===== src/rtl/bba_bitmap_ram.sv =====
// Usage bitmap storage: one write port, one registered read port.
// Depends on nothing; instantiated by the top level.
module bba_bitmap_ram #(
	parameter int unsigned DEPTH = 512,
	parameter int unsigned AW    = 9
) (
	input  logic          clk,
	input  logic          we,
	input  logic [AW-1:0] waddr,
	input  logic [7:0]    wdata,
	input  logic [AW-1:0] raddr,
	output logic [7:0]    rdata
);

	logic [7:0] mem [DEPTH];

	always_ff @(posedge clk) begin
		if (we) begin
			mem[waddr] <= wdata;
		end
	end

	always_ff @(posedge clk) begin
		rdata <= mem[raddr];
	end

endmodule


===== config.mk =====
export PLATFORM = sky130hd
export DESIGN_NAME = bba_bitmap_ram
export DESIGN_NICKNAME = d
export VERILOG_FILES = /design/src/rtl/bba_bitmap_ram.sv
export SDC_FILE = /design/constraint.sdc
export NUM_CORES = 2
export LEC_CHECK = 0
export ABC_AREA = 0
export CAP_MARGIN = 40
export CORE_MARGIN = 5
export CORE_UTILIZATION = 50
export DETAILED_ROUTE_END_ITERATION = 8
export DONT_BUFFER_PORTS = 1
export SLEW_MARGIN = 30
export SYNTH_ARGS = -nofsm -noshare
export SYNTH_HDL_FRONTEND = slang
export SYNTH_SLANG_ARGS = --single-unit

===== constraint.sdc =====
create_clock -name clk -period 3.3 [get_ports clk]
set_input_delay 0.495 -clock clk [delete_from_list [all_inputs] [get_ports clk]]
set_output_delay 0.495 -clock clk [all_outputs]
set_load 0.01 [all_outputs]

# ---- Word level (Yosys, flattened, before mapping)
# Memories as Yosys holds them, arrays and structs flattened. A register that Yosys moved wholly into a read port is not among the register bits.
# Cells that the tools add are included.
dict set report totals {
  regBits 0
  output_inout_bits 8
  memories 1
  inputBits 28
  wordCells 3
  ram_bits 4096
}
dict set report classes {
  mux 2
}
# memory depth word_bits read_ports rd_clocked_by_memory_dff write_ports line_no
set mem_list {}
lappend mem_list {mem 512 8 1 1 1 15} ;# logic [7:0] mem [DEPTH];
# cell n
set ops {}
lappend ops {{$mux 1} 2}

# ---- Longest topological paths before layout
dict set report logic_depth {
  ltp_word 2
  depth_mapped 12
  ltp_nobuf 7
}

# ---- Worst setup path before layout
# No wires, ideal clock.
dict set report synth_path {
  path_type {input -> register}
  startpoint {input port raddr[0]}
  endpoint {register rdata[0], read port of mem}
  setup_ns 0.118
  n_path_buf 4
  setup_slack_ns 0.833
  arrival_time_ns 2.349
  cell_stages 10
  required_time_ns 3.182
  path_cell_list {buf_4 > buf_12 > buf_12 > buf_2 > mux4_2 > o21ai_0 > nand3_1 > nand4_1 > o21ai_0 > o2111a_1}
}
# element line_no
set synth_lines {}
lappend synth_lines {{from (decl)} 11} ;# input logic [AW-1:0] raddr,
lappend synth_lines {{to (decl)} 12} ;# output logic [7:0] rdata

==> qor.yml <==
layout-drive-gt1-share_pct: 25.5
max_stage_delay_ns: 0.41
clock-sinks: 4104
io_buffers: 0
final_cell_mix: "4,096 x edfxtp_1, 906 x buf_4, 797 x mux2i_1"
drt-pass1-iter-count: 6
grt_pass1_vias: 84200
fin_util_pct: 58.8
dp.final_hpwl_mm: 239
end_kind: "register"
synth_edf_count: 4096
finalClockSkew_ns: 0.0557
outcome: "complete, but fails checks"
violations: "max-slew violations"
netlist_top_cells_area: "edfxtp_1 77%, mux4_2 9.2%, mux2i_1 5.0%"
wirelength_mm: 439
synth_area_leader_cell: "edfxtp_1"
hp-start: "wdata[3]"
fin_crit_sh_pct: 100
worstPathRequired_ns: 4.19
routedWlPerCell_um: 32.4
layout.nets: 9033
root_buffer: "clkbuf_16"
power.density_nw_per_um2: 593
setup_viol: 0
synth_area_um2: 160000
placed_cells: 12700
ys_seq_area_share_pct: 77.0
fin_cells: 13500
clkTransAtPathRegs_ns: 0.06
synth_top_area_share_pct: 76.9
synth_cell_type_count: 51
endpoint: "rdata[2]"
max_freq_mhz: 303
drtIter0Drc: 10800
layout_commonest_cell: "edfxtp_1"
syn_inst: 8030
numCtsBuffers: 417
worstRegToRegCells: 11
r2r_slack_ns: 0.68
top_usage_layer: "met2"
crit_slowest_cell: "nor4_2"
start_util_pct: 50.2
synth_seq_cells: 4104
synthArstFlopShare_pct: 0
regToRegStartpoint: "mem[275][2]"
core_um2: 318000
viasPerCell: 6.27
grt_antenna_before_repair: 26
grt_setup_unrepaired: "no"
globalRouteTotalUtil_pct: 25.7
drc: 0
min_period_ns: 3.30
vias: 84900
row_count: 207
grt_max_degree: 622
vdd_drop_max_mv: 0.490
min_path_type: "in -> reg"
use_met3_pct: 4.75
fillers: 23000
r2r_end: "rdata[2]"
cts_tree: "yes"
synth_nets: 8058
cpMostUsedCell: "buf_4"
gr-usage-met1_pct: 37.1
hold_viol_final: 0
globalRoute.totalOverflow: 0
syn_avg_cell_area_um2: 19.9
drv_slew: 35
max_slew_margin_pct: -1.31
area_growth_pct: 17.0
max-cap-violations: 0
path_class: "in -> reg"
crit_chain: "buf_16 > buf_16 > or2_4 > buf_12 > o221ai_1 > buf_4 > nor3_1 > nor4_2 > buf_4 > o311ai_0 > buf_4 > nor4_4 > buf_6 > o2111a_1"
synth-warning-count: 0
worstPathArrival_ns: 4.19
p_leak_nw: 61.6
insertion_delay_ns: 0.96
ys.flop_type: "edfxtp_1"
die_h_um: 576
groute.layer.met2.usage_pct: 40.4
htreeDepth: 5
worstMarginPinSlew_ns: 1.52
start_kind: "input pin"
path_max_fanout: 101
gp_congestion: 0.869
grt_pass1_wl_mm: 617
cts.path.max_buffers: 4
hold_ws_ns: 0.0590
crit_start: "raddr[1]"
antenna_left: 0
die_w_um: 576
io_pins: 36
dieArea_um2: 331000
worst min path at each step:
stage                   to  slack, ns  cells past startpoint
2_1_floorplan    mem[0][0]       0.59                      0
3_3_place_gp   mem[386][4]       0.78                      0
5_1_grt        mem[496][5]      0.001                      0
4_1_cts        mem[385][4]      -0.23                      0
6_report       mem[489][3]       0.06                      1
3_5_place_dp   mem[470][1]       0.60                      0
layer usage:
metal,share of wire [%],up-vias,wire (um)
li1,-,35500,-
met1,40,44600,177000
met2,47,4070,207000
met3,9.1,730,39800
met4,3.5,10,15300
met5,0.016,-,69
cells in the mapped netlist, types with 36 or more instances:
cell type	count
edfxtp_1	4096
mux2i_1	797
mux4_2	654
nor2_1	597
o221ai_1	371
clkbuf_1	265
a21oi_1	194
o22ai_1	163
o21ai_0	118
nand2_1	111
nor3_1	109
buf_4	70
buf_6	64
a22oi_1	61
buf_2	57
buf_1	41
nand3_1	36
nor4_1	36
kinds of logic after synthesis:
group                  Yosys count  share of synthesized area, %
flip-flops                    4104                          77.0
multiplexers                  1451                          14.2
AND/OR/NAND/NOR                980                          2.63
AO/OA/AOI/OAI                  979                          4.31
buffers and inverters          516                          1.85
what timing repair did:
item | CTS | global route
resized for setup | 31 | 15
buffers inserted | 8 | 6
endpoints found under the hold margin | 1069 | 265
endpoints found under the setup margin | 8 | 8
gates cloned | 37 | 8
hold buffers | 13 | 11
pin swaps | 9 | 13
layout make-up:
type	instances	area (um2)	share of cell area [%]
Antenna cell	6	15.0	0.00802
Clock buffer	488	10700	5.74
Clock inverter	275	3110	1.66
Inverter	3	18.8	0.0100
Multi-Input combinational cell	3410	34200	18.3
Sequential cell	4104	123000	65.8
Tap cell	4180	5230	2.80
Timing Repair Buffer	1069	10700	5.69
sequential cells by signal (all words and copies together), names as in the netlist:
name / cells
rdata: 8
mem: 4096
through the flow:
| step | instance area [um2] | total power, mW | TNS (ns) | worst slack (ns) |
|---|---|---|---|---|
| global route | 187000 | 114 | 0 | 0.00470 |
| floorplan | 160000 | 61.3 | 0 | 0.833 |
| finish | 187000 | 111 | 0 | 0.00103 |
| global placement | 170000 | 62.8 | -28.39 | -3.64 |
| CTS | 186000 | 111 | -0.000606 | -0.000606 |
| detailed placement | 171000 | 62.9 | -32.37 | -4.18 |
report_power, final:
group / internal (mW) / switching, mW / total, mW
clock network: 28.0 / 19.8 / 47.8
registers: 57.4 / 0.131 / 57.6
logic: 2.14 / 3.38 / 5.52
total: 87.6 / 23.3 / 111
critical path: cells and delay by family:
family | cells | cell delay (ns)
buffers and inverters | 7 | 1.58
AO/OA/AOI/OAI | 3 | 0.63
AND/OR/NAND/NOR | 4 | 1.20
Power figures use the tool's default switching activity.
