--- src/rtl/bba_pkg.sv ---
// Shared types and constants for the bitmap block allocator.
// No dependencies; used by the top level, bba_byte_eval and bba_checker.
package bba_pkg;

	localparam int unsigned FIELD_W  = 12;
	localparam int unsigned TOTAL_W  = 13;
	localparam int unsigned DATA_W   = 16;
	localparam int unsigned APB_AW   = 3;

	localparam logic [7:0]         FULL_BYTE   = 8'hFF;
	localparam logic [7:0]         TOP_BIT     = 8'h80;
	localparam logic [TOTAL_W-1:0] TOTAL_RESET = 13'd4096;

	typedef enum logic {
		OP_ALLOC = 1'b0,
		OP_FREE  = 1'b1
	} opcode_t;

	typedef enum logic {
		STATUS_OK   = 1'b0,
		STATUS_FULL = 1'b1
	} status_t;

	typedef enum logic {
		REG_TOTAL_BLOCKS = 1'b0,
		REG_UNUSED       = 1'b1
	} reg_idx_t;

	typedef enum logic [2:0] {
		ST_CLEAR,
		ST_IDLE,
		ST_FREE_RD,
		ST_FREE_WR,
		ST_SCAN_RD,
		ST_SCAN_CHK,
		ST_DONE
	} state_t;

	typedef struct packed {
		logic       nonfull;
		logic       beyond;
		logic [2:0] pos;
	} eval_t;

	function automatic logic [7:0] init_byte(input logic [31:0] byte_idx,
			input int unsigned reserved);
		logic [7:0]  b;
		logic [31:0] blk;
		b = '0;
		for (int k = 0; k < 8; k++) begin
			blk = {byte_idx[28:0], 3'b000} + 32'(k);
			b[7-k] = (blk < reserved);
		end
		return b;
	endfunction

endpackage

--- src/rtl/bba_byte_eval.sv ---
// Scan unit: finds the lowest free block in one bitmap byte and
// checks it against the bounds. Depends on bba_pkg.
module bba_byte_eval #(
	parameter int unsigned MAX_BLOCKS = 4096,
	parameter int unsigned AW         = 9
) (
	input  logic [7:0]                  byte_in,
	input  logic [AW-1:0]               ptr,
	input  logic [bba_pkg::TOTAL_W-1:0] total_blocks,
	output bba_pkg::eval_t              ev,
	output logic [AW+2:0]               idx
);

	logic [2:0]  pos;
	logic [31:0] idx_ext;

	always_comb begin
		pos = '0;
		for (int k = 7; k >= 0; k--) begin
			if (!byte_in[7-k]) begin
				pos = 3'(k);
			end
		end
	end

	assign idx     = {ptr, pos};
	assign idx_ext = 32'(idx);

	assign ev.nonfull = (byte_in != bba_pkg::FULL_BYTE);
	assign ev.pos     = pos;
	assign ev.beyond  = (idx_ext >= 32'(total_blocks)) || (idx_ext >= MAX_BLOCKS);

endmodule

--- config.mk ---
export PLATFORM = sky130hd
export DESIGN_NAME = bba_byte_eval
export DESIGN_NICKNAME = d
export VERILOG_FILES = /design/src/rtl/bba_pkg.sv /design/src/rtl/bba_byte_eval.sv
export SDC_FILE = /design/constraint.sdc
export NUM_CORES = 1
export LEC_CHECK = 0
export ABC_AREA = 0
export ABC_CLOCK_PERIOD_IN_PS = 1100
export BUFFER_PORTS_ARGS = -buffer_cell sky130_fd_sc_hd__buf_4
export CAP_MARGIN = 10
export CORE_MARGIN = 4
export CORE_UTILIZATION = 34
export DETAILED_ROUTE_END_ITERATION = 6
export PLACE_DENSITY = 0.8
export SETUP_SLACK_MARGIN = 0.3
export SLEW_MARGIN = 30
export SYNTH_ARGS = -nofsm -noshare
export SYNTH_HDL_FRONTEND = slang
export SYNTH_SLANG_ARGS = --single-unit
export TNS_END_PERCENT = 100
--- constraint.sdc ---
create_clock -name vclk -period 1.1
set_input_delay 0.055 -clock vclk [all_inputs]
set_output_delay 0.055 -clock vclk [all_outputs]
set_load 0.005 [all_outputs]
== Yosys cells after proc, flatten, opt, wreduce, memory -nomap -nowiden ==
Index checks and enable logic that the tools add are counted.
Widths: inputs -> output; s select.

* Equality and inequality tests: 1
* Reduce and logical (&&, ||, !) cells: 1
* Add/sub/neg operators: 0
* $mul: 0
* Multiplexer cells: 8
* Bitwise gates (word level): 0
* Magnitude comparators: 2
* Divide/modulo/power cells: 0
* Shifts and indexed selects: 0

{| class="wikitable"
|+ Operators by type and width
! operator !! number
|-
| $mux 3 || 8
|-
| $ge 12x13->1 || 1
|-
| $ge 12x13->1 const B || 1
|-
| $ne 8x8->1 const B || 1
|-
| $logic_or 1x1->1 || 1
|}

* Memories: 0
* Input bits: 30
* Latch bits: 0
* Output and inout bits: 17
* Bits in writable memories: 0
* Flip-flop bits (word level): 0
* ROM bits: 0

== Logic depth before layout (Yosys ltp) ==
Gate-level depths: netlist (run 1).

* Depth after elaboration: 10
* Depth in mapped cells: 9
* Gate-level depth less buffers: 9

== Worst setup path after synthesis (run 1) ==
No wires, ideal clock.

* Path kind: input port to output port
* Start point: input byte_in[1]
* End point: output ev[3] in the netlist's numbering
* Slack: -0.175 ns
* Buffers on the path: 0
* Arrival time: 1.220 ns
* Stages: 8
* Path through: nand2_1 nor2_1 nor3_1 ha_1 nand3_1 nand2_1 a211oi_1 o21ai_1

{| class="wikitable"
|+ RTL lines
! item !! line !! RTL
|-
| start, declared || bba_byte_eval.sv:7 || <nowiki>input logic [7:0] byte_in,</nowiki>
|-
| end, declared || bba_byte_eval.sv:10 || <nowiki>output bba_pkg::eval_t ev,</nowiki>
|}

==> results of run 1 <==
-- synthesized netlist by cell type --
| cell | number | area [um2] |
|---|---|---|
| a2bb2oi_1 | 1 | 8.76 |
| nor3_1 | 1 | 5.00 |
| nand3_1 | 1 | 5.00 |
| a211oi_1 | 1 | 7.51 |
| a21oi_2 | 1 | 8.76 |
| nor2b_1 | 1 | 6.26 |
| buf_4 | 12 | 90.1 |
| o21ai_1 | 1 | 5.00 |
| o21a_1 | 1 | 7.51 |
| a21boi_1 | 1 | 7.51 |
| nand2_1 | 9 | 33.8 |
| a31oi_1 | 1 | 6.26 |
| nor2_1 | 4 | 15.0 |
| nand4_1 | 1 | 6.26 |
| and4b_1 | 1 | 10.0 |
| a21oi_1 | 4 | 20.0 |
| inv_1 | 14 | 52.6 |
| o21ai_0 | 3 | 15.0 |
| ha_1 | 12 | 150 |
| a21o_1 | 1 | 7.51 |
-- power breakdown --
part	leakage (nW)	switching [mW]	internal, mW	total [mW]
registers	0	0	0	0
clock network	0	0	0	0
logic	0.498	0.116	0.173	0.289
total	0.498	0.116	0.173	0.289
-- metal layers --
metal  vias to the layer above  wire length (um)  GRT usage, %  part of all wire, %
met5                         -                 0             0                    0
met2                        27               796          30.5                   57
met4                         0                 0             0                    0
met1                       254               479          13.8                   34
met3                         0               114         0.398                  8.2
li1                        300                 -             -                    -
-- cell type report --
| type | instances | area share [%] |
|---|---|---|
| inverters | 14 | 6.33 |
| well taps | 15 | 2.26 |
| repair buffers | 50 | 46.2 |
| multi-input cells | 45 | 45.2 |
-- kinds of logic (layout without fill, tap and decap cells) --
group | after synthesis | in the layout
adders and majority gates | 12 | 12
AOI/OAI and AO/OA | 15 | 15
buffers and inverters | 26 | 64
and+or+nand+nor | 18 | 18
-- final timing paths --
check / to / slack, ps / depth (start not counted)
worst max-delay path: ev[3] / -260 / 10
worst min-delay path: idx[10] / 290 / 2
-- placed cells by master (no fill, tap or decap) --
cell type,netlist,layout
inv_1,14,13
nor2_2,0,1
ha_1,12,12
a21o_1,1,1
o21ai_0,3,1
nor2b_4,0,1
nor3_4,0,1
buf_6,0,2
a21boi_2,0,1
nand2_2,0,2
a31oi_1,1,1
a21oi_2,1,2
nand2_1,9,6
o21ai_1,1,2
o21ai_2,0,1
nor2_1,4,3
o21a_1,1,1
a21oi_1,4,3
nand2_4,0,1
inv_2,0,1
a2bb2oi_1,1,1
nand3_1,1,1
buf_4,12,48
nand4_1,1,1
a211oi_2,0,1
and4b_1,1,1
-- through the flow --
step                      power [mW]  std cells  cell area (um2)  setup slack, ps
after floorplan                0.141         71              495             17.3
after global placement         0.268        124              800             -250
after detailed placement       0.277        124              800             -275
after CTS                      0.280        124              807             -253
after global routing           0.322        124              830             -366
final                          0.289        124              830             -256
-- repair_timing --
action                                  CTS  global route
buffers inserted                          0             0
resized for setup                         2             7
pin swaps                                 1             4
endpoints found under the setup margin    3             5
==> impl_metrics.csv, run 1 <==
group,metric,value,unit
floorplanning,die_area,2030,um2
timing,whs,289,ps
critical_path,cp-start-kind,"input pin",
critical_path,path_cells,"buf_4, nand2_1, nor2_2, nor3_4, ha_1, nand3_1, nand2_1, a211oi_2, o21ai_1, buf_4",
detailed_routing,drc_errors,0,
synth,yosys.area_share.simple,17.4,%
synth,synthAdderAreaFrac,32.1,%
run_status,status,"finished with violations",
synth,synth_xor_area_share,0,%
critical_path,setup.worst_path.class,"input pin to output pin",
synth,synthesis.area,468,um2
layout,multi_input_area,375,um2
synth,synth_area_per_cell,6.59,um2
synth,synth_cells,71,
critical_path,cp_top_family,"simple AND/OR/NAND/NOR gates",
critical_path,path_max_fanout,3,
layout,fin_nets,153,
timing,max_freq,737,MHz
grt,antenna_found_initial,0,
critical_path,slowest_stage,"ha_1",
detailed_routing,num_vias,581,
synth,ys_types,20,
power,powerDensity,349,nW/um2
timing,slew_viol_final,0,
timing,finalCritPeriodShare,123,%
floorplanning,core-area,1300,um2
detailed_routing,wirelength,1.39,mm
floorplanning,die_h,45.1,um
layout,clkbuf_count,0,
grt,track_usage,13.6,%
layout,flops_and_latches,0,
timing,fin_setup_tns,-256,ps
place,io_buffers,47,
timing,worst_pin_slew,161,ps
critical_path,worstPathRequired,1040,ps
critical_path,end_kind,"output pin",
grt,grt_max_degree,4,
detailed_routing,drt_iter0_drc,2,
critical_path,path_buf_inv,2,
timing,hold_viol_final,0,
place,gp_congestion,0.663,
floorplanning,pin_count,47,
place,place_hpwl,1.26,mm
run_status,violations,"negative setup slack",
synth,synth_nets,113,
layout,seqCellArea,0,um2
synth,synth_warnings,0,
layout,area_growth,77.3,%
power,ir_drop,183,uV
critical_path,cp_slowest_stage_delay,310,ps
grt,grt_pass1_wl,2.21,mm
timing,fin_crit,1360,ps
hold_path,hold_start,"ptr[7]",
run,drv_cap,0,
synth,synth_compound_area_share,20.1,%
layout,drive_gt1_share,56.9,%
layout,nFillCells,122,
floorplanning,die_w,45.1,um
detailed_routing,antenna_left,0,
layout,antenna_cells,0,
grt,grt.overflow.total,0,
synth,synthMuxAreaShare,0,%
timing,max_slew_margin,89.3,%
hold_path,hp-class,"input pin to output pin",
critical_path,crit_arrival,1300,ps
power,p_leak,0.498,nW
detailed_routing,wl_per_cell,11.2,um
timing,setup_slack,-256,ps
detailed_routing,avgViaCountPerCell,4.69,
detailed_routing,dr.pass1.iters,4,
grt,grt_pass1_vias,616,
clock_network,cts_hold_buf,0,
synth,synth-seq-area-share,0,%
layout,finish.utilization,63.7,%
floorplanning,num_rows,13,
synth,synth_top_family_by_area,"adder cells",
timing,setup_violations,1,
critical_path,critPathLaunch,"byte_in[3]",
timing,rsz0062_at_grt,"true",
floorplanning,initial_core_util,36.0,%
Note: power is estimated with default switching activity, not from simulation.
==> run 2, diff against run 1 <==
==> constraint.sdc (replaced) <==
create_clock -name vclk -period 1.1
set_input_delay 0.055 -clock vclk [all_inputs]
set_output_delay 0.055 -clock vclk [all_outputs]
set_load 0.02 [all_outputs]
==> run 2 against run 1 <==
Against the previous run: the run still ends with negative setup slack left; maximum frequency decreased by 5.8%; flip-flop and latch count is the same; final cell count increased by 6.5%; clock-buffer cell count stayed put; global-route usage increased by 3.2 points; critical path depth is 1 higher; combinational power up 43%; worst hold slack gained 31 ps; highest routed layer is now met4.
==> impl_metrics.csv, run 2 (same netlist as run 1, synthesis figures left out) <==
group,metric,value,unit
run_status,status,"finished with violations",
run_status,violations,"negative setup slack",
critical_path,crit_arrival,1390,ps
layout,drive_gt1_share,64.1,%
detailed_routing,avgViaCountPerCell,4.82,
power,power_frac_clock,0,%
critical_path,path_max_fanout,2,
grt,track_usage,16.7,%
grt,grt_max_degree,4,
critical_path,worstPathRequired,1040,ps
power,p_leak,0.572,nW
place,pre_cts_slack,-390,ps
run,drv_cap,0,
critical_path,end_kind,"output pin",
timing,hold_viol_final,0,
layout,flops_and_latches,0,
layout,layout_commonest_cell,"buf_4",
timing,max_freq,694,MHz
detailed_routing,dr.pass1.iters,3,
critical_path,endpoint,"ev[3]",
layout,mostFrequentLayoutCells,"43 x buf_4, 14 x inv_1, 12 x ha_1, 11 x buf_6, 4 x nand2_1",
place,io_buffers,47,
critical_path,setup.worst_path.class,"input pin to output pin",
power,p_switching,185,uW
layout,seqCellArea,0,um2
timing,whs,320,ps
timing,fin_crit,1440,ps
layout,area_growth,120,%
layout,antenna_cells,0,
place,dpl.cell_count,128,
power,ir_drop,249,uV
layout,clkbuf_count,0,
power,pwr-share-seq,0,%
floorplanning,die_area,2030,um2
timing,slew_viol_final,0,
power,p_int,228,uW
floorplanning,core-area,1300,um2
timing,rsz0062_at_grt,"true",
place,place_hpwl,1.28,mm
detailed_routing,wl_per_cell,12.9,um
floorplanning,die_w,45.1,um
grt,grt.overflow.total,0,
hold_path,hp-class,"input pin to output pin",
floorplanning,pin_count,47,
critical_path,cp-start-kind,"input pin",
detailed_routing,drc_errors,0,
timing,setup_slack,-341,ps
grt,antenna_found_initial,0,
power,combPwrFrac,100.0,%
grt,grt_pass1_wl,2.62,mm
detailed_routing,wirelength,1.71,mm
floorplanning,die_h,45.1,um
timing,worst_pin_slew,193,ps
timing,max_slew_margin,87.1,%
power,sw_frac_of_total,44.8,%
floorplanning,initial_core_util,36.0,%
timing,finalCritPeriodShare,131,%
grt,grt_pass1_vias,642,
timing,setup_violations,1,
detailed_routing,num_vias,636,
layout,final_cells,132,
layout,fin_nets,161,
detailed_routing,drt_iter0_drc,1,
critical_path,critPathLaunch,"byte_in[1]",
detailed_routing,antenna_left,0,
power,powerDensity,402,nW/um2
place,gp_congestion,0.735,
floorplanning,num_rows,13,
[run 2: cell types whose count changed in the layout (fill, tap and decap cells not counted), moves of 2 or more]
cell	delta
buf_6	+9
buf_4	-5
buf_12	+2
buf_8	+2
nand2_1	-2
nand2_8	+2
[run 2: worst min-delay path by stage]
stage,start,endpoint,slack (ps),cells past startpoint
floorplan,byte_in[4],ev[2],200,2
global placement,ptr[1],idx[4],320,2
detailed placement,ptr[7],idx[10],320,2
CTS,ptr[7],idx[10],320,2
global route,ptr[5],idx[8],320,2
finish,ptr[7],idx[10],320,2
[run 2: through the flow]
step | power (mW) | instance area [um2] | setup TNS (ps) | utilization [%]
6_report | 0.414 | 1030 | -341 | 79.1
5_1_grt | 0.449 | 1030 | -416 | 79.1
4_1_cts | 0.398 | 993 | -330 | 76.3
3_5_place_dp | 0.356 | 896 | -390 | 68.8
3_3_place_gp | 0.347 | 896 | -376 | 68.8
2_1_floorplan | 0.189 | 541 | -122 | -
[run 2: area by class of cell]
class                           count  area [um2]
Inverter                           14        52.6
Fill cell                          86         272
Timing Repair Buffer               58         517
Multi-Input combinational cell     45         442
Tap cell                           15        18.8
[run 2: layer usage]
metal  wire [um]  track usage (%)  vias to the layer above  share of wire [%]
li1            -                -                      319                  -
met4          27             2.92                        0                1.6
met3         258             5.18                        4                 15
met1         515             17.9                      275                 30
met5           0                0                        -                  0
met2         904             31.9                       38                 53
[run 2: repair_timing]
action	CTS	global route
pin swaps	6	1
buffers inserted	3	1
setup endpoints to repair	7	7
gates resized for setup	17	8
hold buffers	0	0
[run 2: critical path: stages]
cell and delay (ps):
buf_8 100, nor2b_4 120, o21ai_2 120, a21boi_2 90, o21ai_1 150, ha_1 250
inv_1 70, a21oi_2 50, a211oi_2 170, o21ai_2 80, buf_6 130
[run 2: power groups by stage]
stage	Sequential (mW)	Clock [mW]	Combinational [mW]
after floorplan	0	0	0.189
after global placement	0	0	0.347
after detailed placement	0	0	0.356
after CTS	0	0	0.398
after global routing	0	0	0.449
final	0	0	0.414
